**config.mk**
```make
export PLATFORM = sky130hd
export DESIGN_NAME = date_validate_and_add_days_top
export DESIGN_NICKNAME = d
export VERILOG_FILES = /design/src/rtl/core/dva_pkg.sv /design/src/rtl/core/dva_ctrl.sv /design/src/rtl/core/dva_dp.sv /design/src/rtl/core/date_validate_and_add_days_top.sv
export SDC_FILE = /design/constraint.sdc
export NUM_CORES = 1
export LEC_CHECK = 0
export BUFFER_PORTS_ARGS = -buffer_cell sky130_fd_sc_hd__buf_2
export CAP_MARGIN = 10
export CORE_ASPECT_RATIO = 0.6
export CORE_MARGIN = 5
export CORE_UTILIZATION = 55
export DETAILED_ROUTE_END_ITERATION = 6
export PLACE_DENSITY = 0.8
export SYNTH_ARGS = -nofsm -noshare
export SYNTH_HDL_FRONTEND = slang
export SYNTH_SLANG_ARGS = --single-unit
```
**constraint.sdc**
```tcl
create_clock -name clk -period 6.9 [get_ports clk]
set_clock_uncertainty 0.2 [all_clocks]
set_input_delay 0.345 -clock clk [delete_from_list [all_inputs] [get_ports clk]]
set_output_delay 0.345 -clock clk [all_outputs]
set_load 0.005 [all_outputs]
```
**src/rtl/core/dva_pkg.sv**
```systemverilog
// shared types, constants and calendar functions for the date check and add block
`timescale 1ns / 1ps

package dva_pkg;

  localparam int YEAR_BITS_DEF     = 16;
  localparam int ADD_DAYS_BITS_DEF = 16;

  localparam logic [8:0] YEAR_DAYS      = 9'd365;
  localparam logic [8:0] LEAP_YEAR_DAYS = 9'd366;
  localparam logic [9:0] CYCLE_YEARS    = 10'd400;
  localparam logic [8:0] CENTURY_1      = 9'd100;
  localparam logic [8:0] CENTURY_2      = 9'd200;
  localparam logic [8:0] CENTURY_3      = 9'd300;

  localparam logic [3:0] MONTH_JAN = 4'd1;
  localparam logic [3:0] MONTH_FEB = 4'd2;
  localparam logic [3:0] MONTH_DEC = 4'd12;
  localparam logic [4:0] DAY_LAST  = 5'd31;

  // controller to datapath
  typedef struct packed {
    logic load;
    logic mod_step;
    logic mod_fix;
    logic check;
    logic doy;
    logic sum;
    logic year_step;
    logic month_step;
    logic out_load;
  } dva_cmd_t;

  // datapath to controller
  typedef struct packed {
    logic year_fit;
    logic year_max;
    logic month_fit;
  } dva_sts_t;

  // leap test on the year taken mod 400
  function automatic logic leap_of_res(input logic [8:0] res);
    leap_of_res = (res[1:0] == 2'b00) && (res != CENTURY_1) &&
                  (res != CENTURY_2) && (res != CENTURY_3);
  endfunction

  function automatic logic [4:0] month_len(input logic [3:0] m, input logic leap);
    case (m)
      4'd1, 4'd3, 4'd5, 4'd7, 4'd8, 4'd10, 4'd12: month_len = 5'd31;
      4'd4, 4'd6, 4'd9, 4'd11:                    month_len = 5'd30;
      4'd2:    month_len = leap ? 5'd29 : 5'd28;
      default: month_len = 5'd31;
    endcase
  endfunction

  // days before the first of month m in a common year
  function automatic logic [8:0] cum_days(input logic [3:0] m);
    case (m)
      4'd1:    cum_days = 9'd0;
      4'd2:    cum_days = 9'd31;
      4'd3:    cum_days = 9'd59;
      4'd4:    cum_days = 9'd90;
      4'd5:    cum_days = 9'd120;
      4'd6:    cum_days = 9'd151;
      4'd7:    cum_days = 9'd181;
      4'd8:    cum_days = 9'd212;
      4'd9:    cum_days = 9'd243;
      4'd10:   cum_days = 9'd273;
      4'd11:   cum_days = 9'd304;
      4'd12:   cum_days = 9'd334;
      default: cum_days = 9'd0;
    endcase
  endfunction

endpackage

```
**src/rtl/core/dva_ctrl.sv**
```systemverilog
// sequencing state machine for the date check and add block
`timescale 1ns / 1ps

module dva_ctrl (
  input  logic             clk,
  input  logic             rst_n,
  input  logic             in_valid,
  output logic             in_stall,
  output logic             out_valid,
  input  logic             out_stall,
  input  dva_pkg::dva_sts_t sts,
  output dva_pkg::dva_cmd_t cmd
);
  import dva_pkg::*;

  typedef enum logic [3:0] {
    ST_IDLE, ST_MOD, ST_FIX, ST_CHECK, ST_DOY, ST_SUM, ST_YEAR, ST_MONTH, ST_FIN
  } state_t;

  state_t           state_r, state_nxt;
  logic             out_valid_r, out_valid_nxt;
  logic             out_busy;

  assign out_busy  = out_valid_r && out_stall;
  assign in_stall  = (state_r != ST_IDLE);
  assign out_valid = out_valid_r;

  always_comb begin
    state_nxt     = state_r;
    out_valid_nxt = out_valid_r && out_stall;
    cmd           = '0;
    case (state_r)
      ST_IDLE: begin
        if (in_valid) begin
          cmd.load  = 1'b1;
          state_nxt = ST_MOD;
        end
      end
      ST_MOD: begin
        cmd.mod_step = 1'b1;
        state_nxt    = ST_FIX;
      end
      ST_FIX: begin
        cmd.mod_fix = 1'b1;
        state_nxt   = ST_CHECK;
      end
      ST_CHECK: begin
        cmd.check = 1'b1;
        state_nxt = ST_DOY;
      end
      ST_DOY: begin
        cmd.doy   = 1'b1;
        state_nxt = ST_SUM;
      end
      ST_SUM: begin
        cmd.sum   = 1'b1;
        state_nxt = ST_YEAR;
      end
      ST_YEAR: begin
        cmd.year_step = 1'b1;
        if (sts.year_fit) begin
          state_nxt = ST_MONTH;
        end else if (sts.year_max) begin
          state_nxt = ST_FIN;
        end
      end
      ST_MONTH: begin
        cmd.month_step = 1'b1;
        if (sts.month_fit) begin
          state_nxt = ST_FIN;
        end
      end
      ST_FIN: begin
        if (!out_busy) begin
          cmd.out_load  = 1'b1;
          out_valid_nxt = 1'b1;
          state_nxt     = ST_IDLE;
        end
      end
      default: state_nxt = ST_IDLE;
    endcase
  end

  always_ff @(posedge clk) begin
    if (!rst_n) begin
      state_r     <= ST_IDLE;
      out_valid_r <= 1'b0;
    end else begin
      state_r     <= state_nxt;
      out_valid_r <= out_valid_nxt;
    end
  end

endmodule

```
**src/rtl/core/dva_dp.sv**
```systemverilog
// datapath: year residue, date check, day of year and the year and month walks
`timescale 1ns / 1ps

module dva_dp #(
  parameter int YEAR_BITS     = dva_pkg::YEAR_BITS_DEF,
  parameter int ADD_DAYS_BITS = dva_pkg::ADD_DAYS_BITS_DEF
) (
  input  logic                            clk,
  input  dva_pkg::dva_cmd_t               cmd,
  output dva_pkg::dva_sts_t               sts,
  input  logic [7:0]                      in_month_in,
  input  logic [7:0]                      in_day_in,
  input  logic signed [YEAR_BITS-1:0]     in_year_in,
  input  logic [ADD_DAYS_BITS-1:0]        in_add_days,
  output logic [3:0]                      out_month_out,
  output logic [4:0]                      out_day_out,
  output logic                            out_month_fixed,
  output logic                            out_day_fixed,
  output logic                            out_leap_year,
  output logic [8:0]                      out_day_of_year,
  output logic [8:0]                      out_days_left,
  output logic [3:0]                      out_new_month,
  output logic [4:0]                      out_new_day,
  output logic signed [YEAR_BITS-1:0]     out_new_year,
  output logic                            out_year_overflow
);
  import dva_pkg::*;

  localparam int REM_W = ((ADD_DAYS_BITS > 9) ? ADD_DAYS_BITS : 9) + 1;
  localparam logic [YEAR_BITS-1:0] YEAR_MAX = {1'b0, {(YEAR_BITS-1){1'b1}}};
  localparam logic [YEAR_BITS-1:0] YEAR_ONE = {{(YEAR_BITS-1){1'b0}}, 1'b1};
  // ceil(2^32 / 25), exact quotient for any dividend below 2^28
  localparam logic [27:0] RECIP_25 = 28'd171798692;

  logic [7:0]               month_raw_r, day_raw_r;
  logic [YEAR_BITS-1:0]     year_r, mag_r, ycur_r;
  logic [ADD_DAYS_BITS-1:0] add_r;
  logic [8:0]               res_r, doy_r;
  logic [3:0]               month_r, m_r, nm_r;
  logic [4:0]               day_r, nd_r, q5_r;
  logic                     mfix_r, dfix_r, leap_r, ovf_r;
  logic [REM_W-1:0]         rem_r;

  logic [27:0]      hi_w;
  logic [36:0]      prod_w;
  logic [4:0]       q25_w, rem25_w;
  logic [8:0]       res_pos_w;
  logic             mfix_w, dfix_w, leap_w, cur_leap;
  logic [3:0]       month_w;
  logic [4:0]       mlen_w, walk_len;
  logic [8:0]       ylen_cur, ylen_in;

  // |year| mod 400 = 16 * ((|year| >> 4) mod 25) + low nibble
  assign hi_w      = 28'(mag_r >> 4);
  // only the low quotient bits matter, so the product is kept to 37 bits
  assign prod_w    = 37'(hi_w) * 37'(RECIP_25);
  assign q25_w     = 5'(q5_r * 5'd25);
  assign rem25_w   = hi_w[4:0] - q25_w;
  assign res_pos_w = {rem25_w, mag_r[3:0]};

  assign leap_w   = leap_of_res(res_r);
  assign mfix_w   = (month_raw_r == 8'd0) || (month_raw_r > {4'd0, MONTH_DEC});
  assign month_w  = mfix_w ? MONTH_JAN : month_raw_r[3:0];
  assign mlen_w   = month_len(month_w, leap_w);
  assign dfix_w   = (day_raw_r == 8'd0) || (day_raw_r > {3'd0, mlen_w});

  // the walk tracks the residue of the current year, so leap comes from it
  assign cur_leap = leap_of_res(res_r);
  assign ylen_cur = cur_leap ? LEAP_YEAR_DAYS : YEAR_DAYS;
  assign walk_len = month_len(m_r, cur_leap);
  assign ylen_in  = leap_r ? LEAP_YEAR_DAYS : YEAR_DAYS;

  assign sts.year_fit  = (rem_r <= REM_W'(ylen_cur));
  assign sts.year_max  = (ycur_r == YEAR_MAX);
  assign sts.month_fit = (rem_r <= REM_W'(walk_len));

  always_ff @(posedge clk) begin
    if (cmd.load) begin
      month_raw_r <= in_month_in;
      day_raw_r   <= in_day_in;
      year_r      <= in_year_in;
      add_r       <= in_add_days;
      mag_r       <= in_year_in[YEAR_BITS-1] ? (~in_year_in + YEAR_ONE) : in_year_in;
      res_r       <= '0;
      ovf_r       <= 1'b0;
    end
    if (cmd.mod_step) begin
      q5_r <= prod_w[36:32];
    end
    if (cmd.mod_fix) begin
      if (year_r[YEAR_BITS-1] && (res_pos_w != 9'd0)) begin
        res_r <= 9'(CYCLE_YEARS - {1'b0, res_pos_w});
      end else begin
        res_r <= res_pos_w;
      end
    end
    if (cmd.check) begin
      leap_r  <= leap_w;
      mfix_r  <= mfix_w;
      dfix_r  <= dfix_w;
      month_r <= month_w;
      day_r   <= dfix_w ? 5'd1 : day_raw_r[4:0];
    end
    if (cmd.doy) begin
      doy_r  <= cum_days(month_r) + {8'd0, leap_r && (month_r > MONTH_FEB)} + {4'd0, day_r};
      ycur_r <= year_r;
      m_r    <= MONTH_JAN;
    end
    if (cmd.sum) begin
      rem_r <= REM_W'(doy_r) + REM_W'(add_r);
    end
    if (cmd.year_step && !sts.year_fit) begin
      if (sts.year_max) begin
        ovf_r <= 1'b1;
      end else begin
        rem_r  <= rem_r - REM_W'(ylen_cur);
        ycur_r <= ycur_r + YEAR_ONE;
        res_r  <= (res_r == 9'(CYCLE_YEARS - 10'd1)) ? 9'd0 : res_r + 9'd1;
      end
    end
    if (cmd.month_step) begin
      if (sts.month_fit) begin
        nm_r <= m_r;
        nd_r <= rem_r[4:0];
      end else begin
        rem_r <= rem_r - REM_W'(walk_len);
        m_r   <= m_r + 4'd1;
      end
    end
    if (cmd.out_load) begin
      out_month_out     <= month_r;
      out_day_out       <= day_r;
      out_month_fixed   <= mfix_r;
      out_day_fixed     <= dfix_r;
      out_leap_year     <= leap_r;
      out_day_of_year   <= doy_r;
      out_days_left     <= ylen_in - doy_r;
      out_new_month     <= ovf_r ? MONTH_DEC : nm_r;
      out_new_day       <= ovf_r ? DAY_LAST : nd_r;
      out_new_year      <= ycur_r;
      out_year_overflow <= ovf_r;
    end
  end

endmodule

```
**src/rtl/core/date_validate_and_add_days_top.sv**
```systemverilog
// top level of the gregorian date check and add-days block
`timescale 1ns / 1ps

// Checks a raw month/day/year and adds a day count to it, one transfer in and
// one transfer out per item. A month outside 1..12 or a day outside the month
// is replaced by 1 and flagged; the Gregorian leap rule applies, negative years
// included. After the check the year walk subtracts one year per cycle until the
// remaining days fit in the current year, and the month walk then steps up to 11
// months in the final year; an item that overflows skips the month walk. At
// 16-bit day counts the number of year boundaries crossed stays near 180. The
// mod-400 residue of the year is found in the states ST_MOD and ST_FIX
// (reciprocal multiply, then fold and sign fix). One item is worked at a time
// and the next can be taken in the cycle after the result load. The finished
// result sits in an output register, so a new item is taken while the previous
// result still waits on out_stall. If the walk would pass the largest year the
// result saturates to December 31 of that year and out_year_overflow is set.
module date_validate_and_add_days_top #(
  parameter int YEAR_BITS     = dva_pkg::YEAR_BITS_DEF,
  parameter int ADD_DAYS_BITS = dva_pkg::ADD_DAYS_BITS_DEF
) (
  input  logic                        clk,
  input  logic                        rst_n,
  // input channel
  input  logic                        in_valid,
  output logic                        in_stall,
  input  logic [7:0]                  in_month_in,
  input  logic [7:0]                  in_day_in,
  input  logic signed [YEAR_BITS-1:0] in_year_in,
  input  logic [ADD_DAYS_BITS-1:0]    in_add_days,
  // result channel
  output logic                        out_valid,
  input  logic                        out_stall,
  output logic [3:0]                  out_month_out,
  output logic [4:0]                  out_day_out,
  output logic                        out_month_fixed,
  output logic                        out_day_fixed,
  output logic                        out_leap_year,
  output logic [8:0]                  out_day_of_year,
  output logic [8:0]                  out_days_left,
  output logic [3:0]                  out_new_month,
  output logic [4:0]                  out_new_day,
  output logic signed [YEAR_BITS-1:0] out_new_year,
  output logic                        out_year_overflow
);
  import dva_pkg::*;

  dva_cmd_t cmd;
  dva_sts_t sts;

  // sequencer: accept, residue, check, day of year, sum, year walk, month walk, result load
  dva_ctrl u_ctrl (
    .clk      (clk),
    .rst_n    (rst_n),
    .in_valid (in_valid),
    .in_stall (in_stall),
    .out_valid(out_valid),
    .out_stall(out_stall),
    .sts      (sts),
    .cmd      (cmd)
  );

  // all arithmetic and the output register
  dva_dp #(
    .YEAR_BITS    (YEAR_BITS),
    .ADD_DAYS_BITS(ADD_DAYS_BITS)
  ) u_dp (
    .clk              (clk),
    .cmd              (cmd),
    .sts              (sts),
    .in_month_in      (in_month_in),
    .in_day_in        (in_day_in),
    .in_year_in       (in_year_in),
    .in_add_days      (in_add_days),
    .out_month_out    (out_month_out),
    .out_day_out      (out_day_out),
    .out_month_fixed  (out_month_fixed),
    .out_day_fixed    (out_day_fixed),
    .out_leap_year    (out_leap_year),
    .out_day_of_year  (out_day_of_year),
    .out_days_left    (out_days_left),
    .out_new_month    (out_new_month),
    .out_new_day      (out_new_day),
    .out_new_year     (out_new_year),
    .out_year_overflow(out_year_overflow)
  );

  // a pending result is never overwritten
  a_no_overwrite: assert property (@(posedge clk) disable iff (!rst_n)
    cmd.out_load |-> !(out_valid && out_stall))
    else $error("result register loaded while a result is still pending");

  // an accepted transfer starts the residue pass in the next cycle
  a_accept_starts: assert property (@(posedge clk) disable iff (!rst_n)
    (in_valid && !in_stall) |=> (cmd.mod_step && in_stall))
    else $error("accepted item did not start processing");

  // loading the result register raises valid
  a_load_valid: assert property (@(posedge clk) disable iff (!rst_n)
    cmd.out_load |=> out_valid)
    else $error("result loaded without valid");

  // result months always legal
  a_month_range: assert property (@(posedge clk) disable iff (!rst_n)
    out_valid |-> (out_new_month >= MONTH_JAN) && (out_new_month <= MONTH_DEC) &&
                  (out_month_out >= MONTH_JAN) && (out_month_out <= MONTH_DEC))
    else $error("result month out of range");

endmodule
```
==> run_results.csv <==
group,metric,value,unit
cts,cts_setup_buffers,0,
floorplanning,die_area,0.0298,mm2
logic_synthesis,synth_nets,1628,
logic_synthesis,synthTopCellsByArea,"edfxtp_1, ha_1, fa_1, dfxtp_1, inv_1",
cts,cts_sinks,215,
worst_setup_path,r2r-start,"u_dp.mag_r[14]$_DFFE_PP_",
global_route,grt_pass1_vias,10600,
global_route,grt_usage,25.3,%
drt,wl_met3,4230,um
timing,max_slew_margin,38.1,%
drt,wirelength,37300,um
place,place_inst,1785,
logic_synthesis,synthDistinctLibCells,80,
drt,wl_met1,17300,um
place,numPortBuffers,109,
drt,postRouteAntennaNets,0,
drt,wl_met2,15300,um
place,place_congestion,0.987,
logic_synthesis,synth_flop_cell,"edfxtp_1",
place,dp_hpwl,28200,um
hold_path,hold_end,"u_ctrl.state_r[3]$_SDFFE_PN0P_",
drt,highest_layer,"met4",
layout,antenna_cells,0,
logic_synthesis,synthArstFlopShare,0,%
worst_setup_path,worst_setup_path_end_kind,"register",
worst_setup_path,path_max_fanout,8,
timing,maxSlewViolCount,0,
worst_setup_path,worstReg2RegEnd,"u_dp.q5_r[3]$_DFFE_PP_",
floorplanning,initial_core_util,55.4,%
cts,cts_buffers,20,
timing,fmax,169,MHz
worst_setup_path,ff2ff_path_depth,17,
drt,drcViolationCount,0,
logic_synthesis,ys_seq_area_share,40.3,%
timing,tightest_slew,0.918,ns
logic_synthesis,yosys_warnings,0,
worst_setup_path,crit_type,"reg2reg",
floorplanning,die_width,220,um
timing,rsz0062_at_grt,"no",
global_route,grt_start_max_net_pins,65,
floorplanning,ios,110,
hold_path,hold_depth,4,
cts,clkSlewWorstSetupHoldPaths,0.07,ns
logic_synthesis,syn_area,0.0145,mm2
cts,root_buffer,"clkbuf_16",
worst_setup_path,crit_top_cell,"fa_1",
logic_synthesis,syn_avg_cell_area,10.8,um2
timing,period_minus_slack,5.91,ns
outcome,status,"complete, no violations",
worst_setup_path,slowest_stage,"fa_1",
cts,clkLatencyLatePin,0.53,ns
floorplanning,row_count,46,
timing,finalSetupTns,0,ns
global_route,antenna_found_initial,0,
drt,drt-initial-drc-count,1259,
timing,finalSetupViolations,0,
drt,via_count,10900,
logic_synthesis,synth.most_common_cell,"inv_1",
logic_synthesis,syn_inst,1340,
cts,ctsHoldBuffers,50,
logic_synthesis,synth_edf_count,154,
worst_setup_path,cpLargestDelayFamily,"adder cells",
logic_synthesis,yosys.area.top_type_share,31.9,%
worst_setup_path,cp-start-kind,"register",
logic_synthesis,synth_common_cells,"inv_1, edfxtp_1, ha_1",
drt,dr.pass1.iters,6,
hold_path,min-delay-path-class,"in2reg",
cts,cts-htree-levels,1,
worst_setup_path,r2r_slack,0.99,ns
layout,area_delta_synth_final,14.2,%
cts,cts-resized-gates,0,
worst_setup_path,critPathArrivalTime,6.02,ns
flow_run,max-cap-violations,0,
worst_setup_path,path_buf_inv,4,
timing,fin_crit_sh,85.6,%
logic_synthesis,ys_seq_elements,215,
global_route,grt-ovfl-total,0,
timing,hold_ws,0.0675,ns
layout,seqCellArea,0.00585,mm2
global_route,grt_pass1_wl,58700,um
floorplanning,die_h,136,um
worst_setup_path,max_stage_delay,0.65,ns
cts,clock_path_buffers,3,
worst_setup_path,crit_chain,"fa_1 > inv_1 > fa_1 > inv_1 > fa_1 > fa_1 > inv_1 > fa_1 > inv_1 > ha_1 > a21o_1 > a21oi_1 > nand3_1 > o21a_1 > o41ai_1 > nand2_1 > o311ai_0",
layout,fin_cells,1871,
layout,drive_above_1_share,12.0,%
hold_path,min-delay-start,"in_valid",
drt,viasPerCell,5.85,
layout,final_nets,1785,
cts,cts_tree,"done",
floorplanning,core,0.0262,mm2
layout,multiInputGateArea,0.00776,mm2
logic_synthesis,synth_area_leader_cell,"edfxtp_1",
drt,post_drt_wl_per_cell,19.9,um
worst_setup_path,cp.required,7.01,ns
layout,fillers,2058,
worst_setup_path,crit_start,"u_dp.mag_r[14]$_DFFE_PP_",
timing,hold_viol_final,0,
## cell type report
| type | count | share of cell area (%) |
|---|---|---|
| timing repair buffer | 165 | 6.59 |
| inverter | 205 | 4.65 |
| tap | 360 | 2.72 |
| clock buffer | 26 | 3.22 |
| sequential | 215 | 35.3 |
| clock inverter | 10 | 0.672 |
| multi-input combinational | 890 | 46.9 |
## kinds of logic (layout without fill, tap and decap cells)
| logic type | count (synthesis) | count (layout) | share of synthesized area, % |
|---|---|---|---|
| simple gates | 318 | 318 | 11.5 |
| compound gates | 262 | 262 | 12.6 |
| fa+ha+maj | 236 | 236 | 24.8 |
| buf+inv | 235 | 406 | 6.27 |
| flops | 215 | 215 | 40.3 |
| xor+xnor | 64 | 64 | 3.87 |
| mux | 10 | 10 | 0.708 |
## cell usage in the layout (no fill, tap or decap), drive strengths merged, types with 7 or more instances in the layout
master	n
a211oi	12
a21o	9
a21oi	62
a31oi	7
and2	11
and3	16
buf	115
clkbuf	26
clkinv	7
dfxtp	61
dlygate4sd3	50
edfxtp	154
fa	85
ha	151
inv	204
mux2i	8
nand2	79
nand3	39
nand3b	9
nand4	11
nor2	59
nor2b	13
nor3	21
nor4	8
o211ai	14
o21a	13
o21ai	54
o31ai	8
or2	10
or3	9
or4	7
xnor2	45
xor2	19
## flip-flops by register name (all words and copies together), names as in the netlist, 15 cells and up, named ones only
name and count:
u_dp.add_r 16, u_dp.ycur_r 16, u_dp.rem_r 17, u_dp.out_new_year 16, u_dp.mag_r 16, u_dp.year_r 15
## worst reg2reg max path, delay by kind of cell (launching register included)
| kind | cells | cell delay (ns) |
|---|---|---|
| DFF | 1 | 0.57 |
| adders and majority gates | 6 | 2.84 |
| buffers and inverters | 4 | 0.27 |
| and+or+nand+nor | 2 | 0.27 |
| AOI/OAI and AO/OA | 5 | 1.54 |
## stage by stage
stage	utilization (%)	worst slack, ns	cell area [um2]
3_3_place_gp	58.9	1.25	15400
5_1_grt	63.2	0.754	16600
3_5_place_dp	58.9	1.08	15400
4_1_cts	63.2	1.07	16600
6_report	63.2	0.993	16600
2_1_floorplan	-	1.59	14500
## how the worst max path moves through the flow
stage	depth (start not counted)	slack, ns	to
2_1_floorplan	16	1.59	u_dp.q5_r[3]$_DFFE_PP_
3_3_place_gp	17	1.25	u_dp.q5_r[3]$_DFFE_PP_
3_5_place_dp	16	1.08	u_dp.q5_r[3]$_DFFE_PP_
4_1_cts	16	1.07	u_dp.q5_r[3]$_DFFE_PP_
5_1_grt	17	0.75	u_dp.q5_r[3]$_DFFE_PP_
6_report	17	0.99	u_dp.q5_r[3]$_DFFE_PP_
## metal layers
metal / track usage (%) / up-vias
met3: 7.28 / 44
met2: 35.7 / 506
li1: - / 5059
met1: 39.5 / 5331
met5: 0 / -
met4: 3.53 / 0
Power is left out: the tool's default activity adds up to more than one toggle a clock period on the data nets, which glitch-free logic cannot reach.
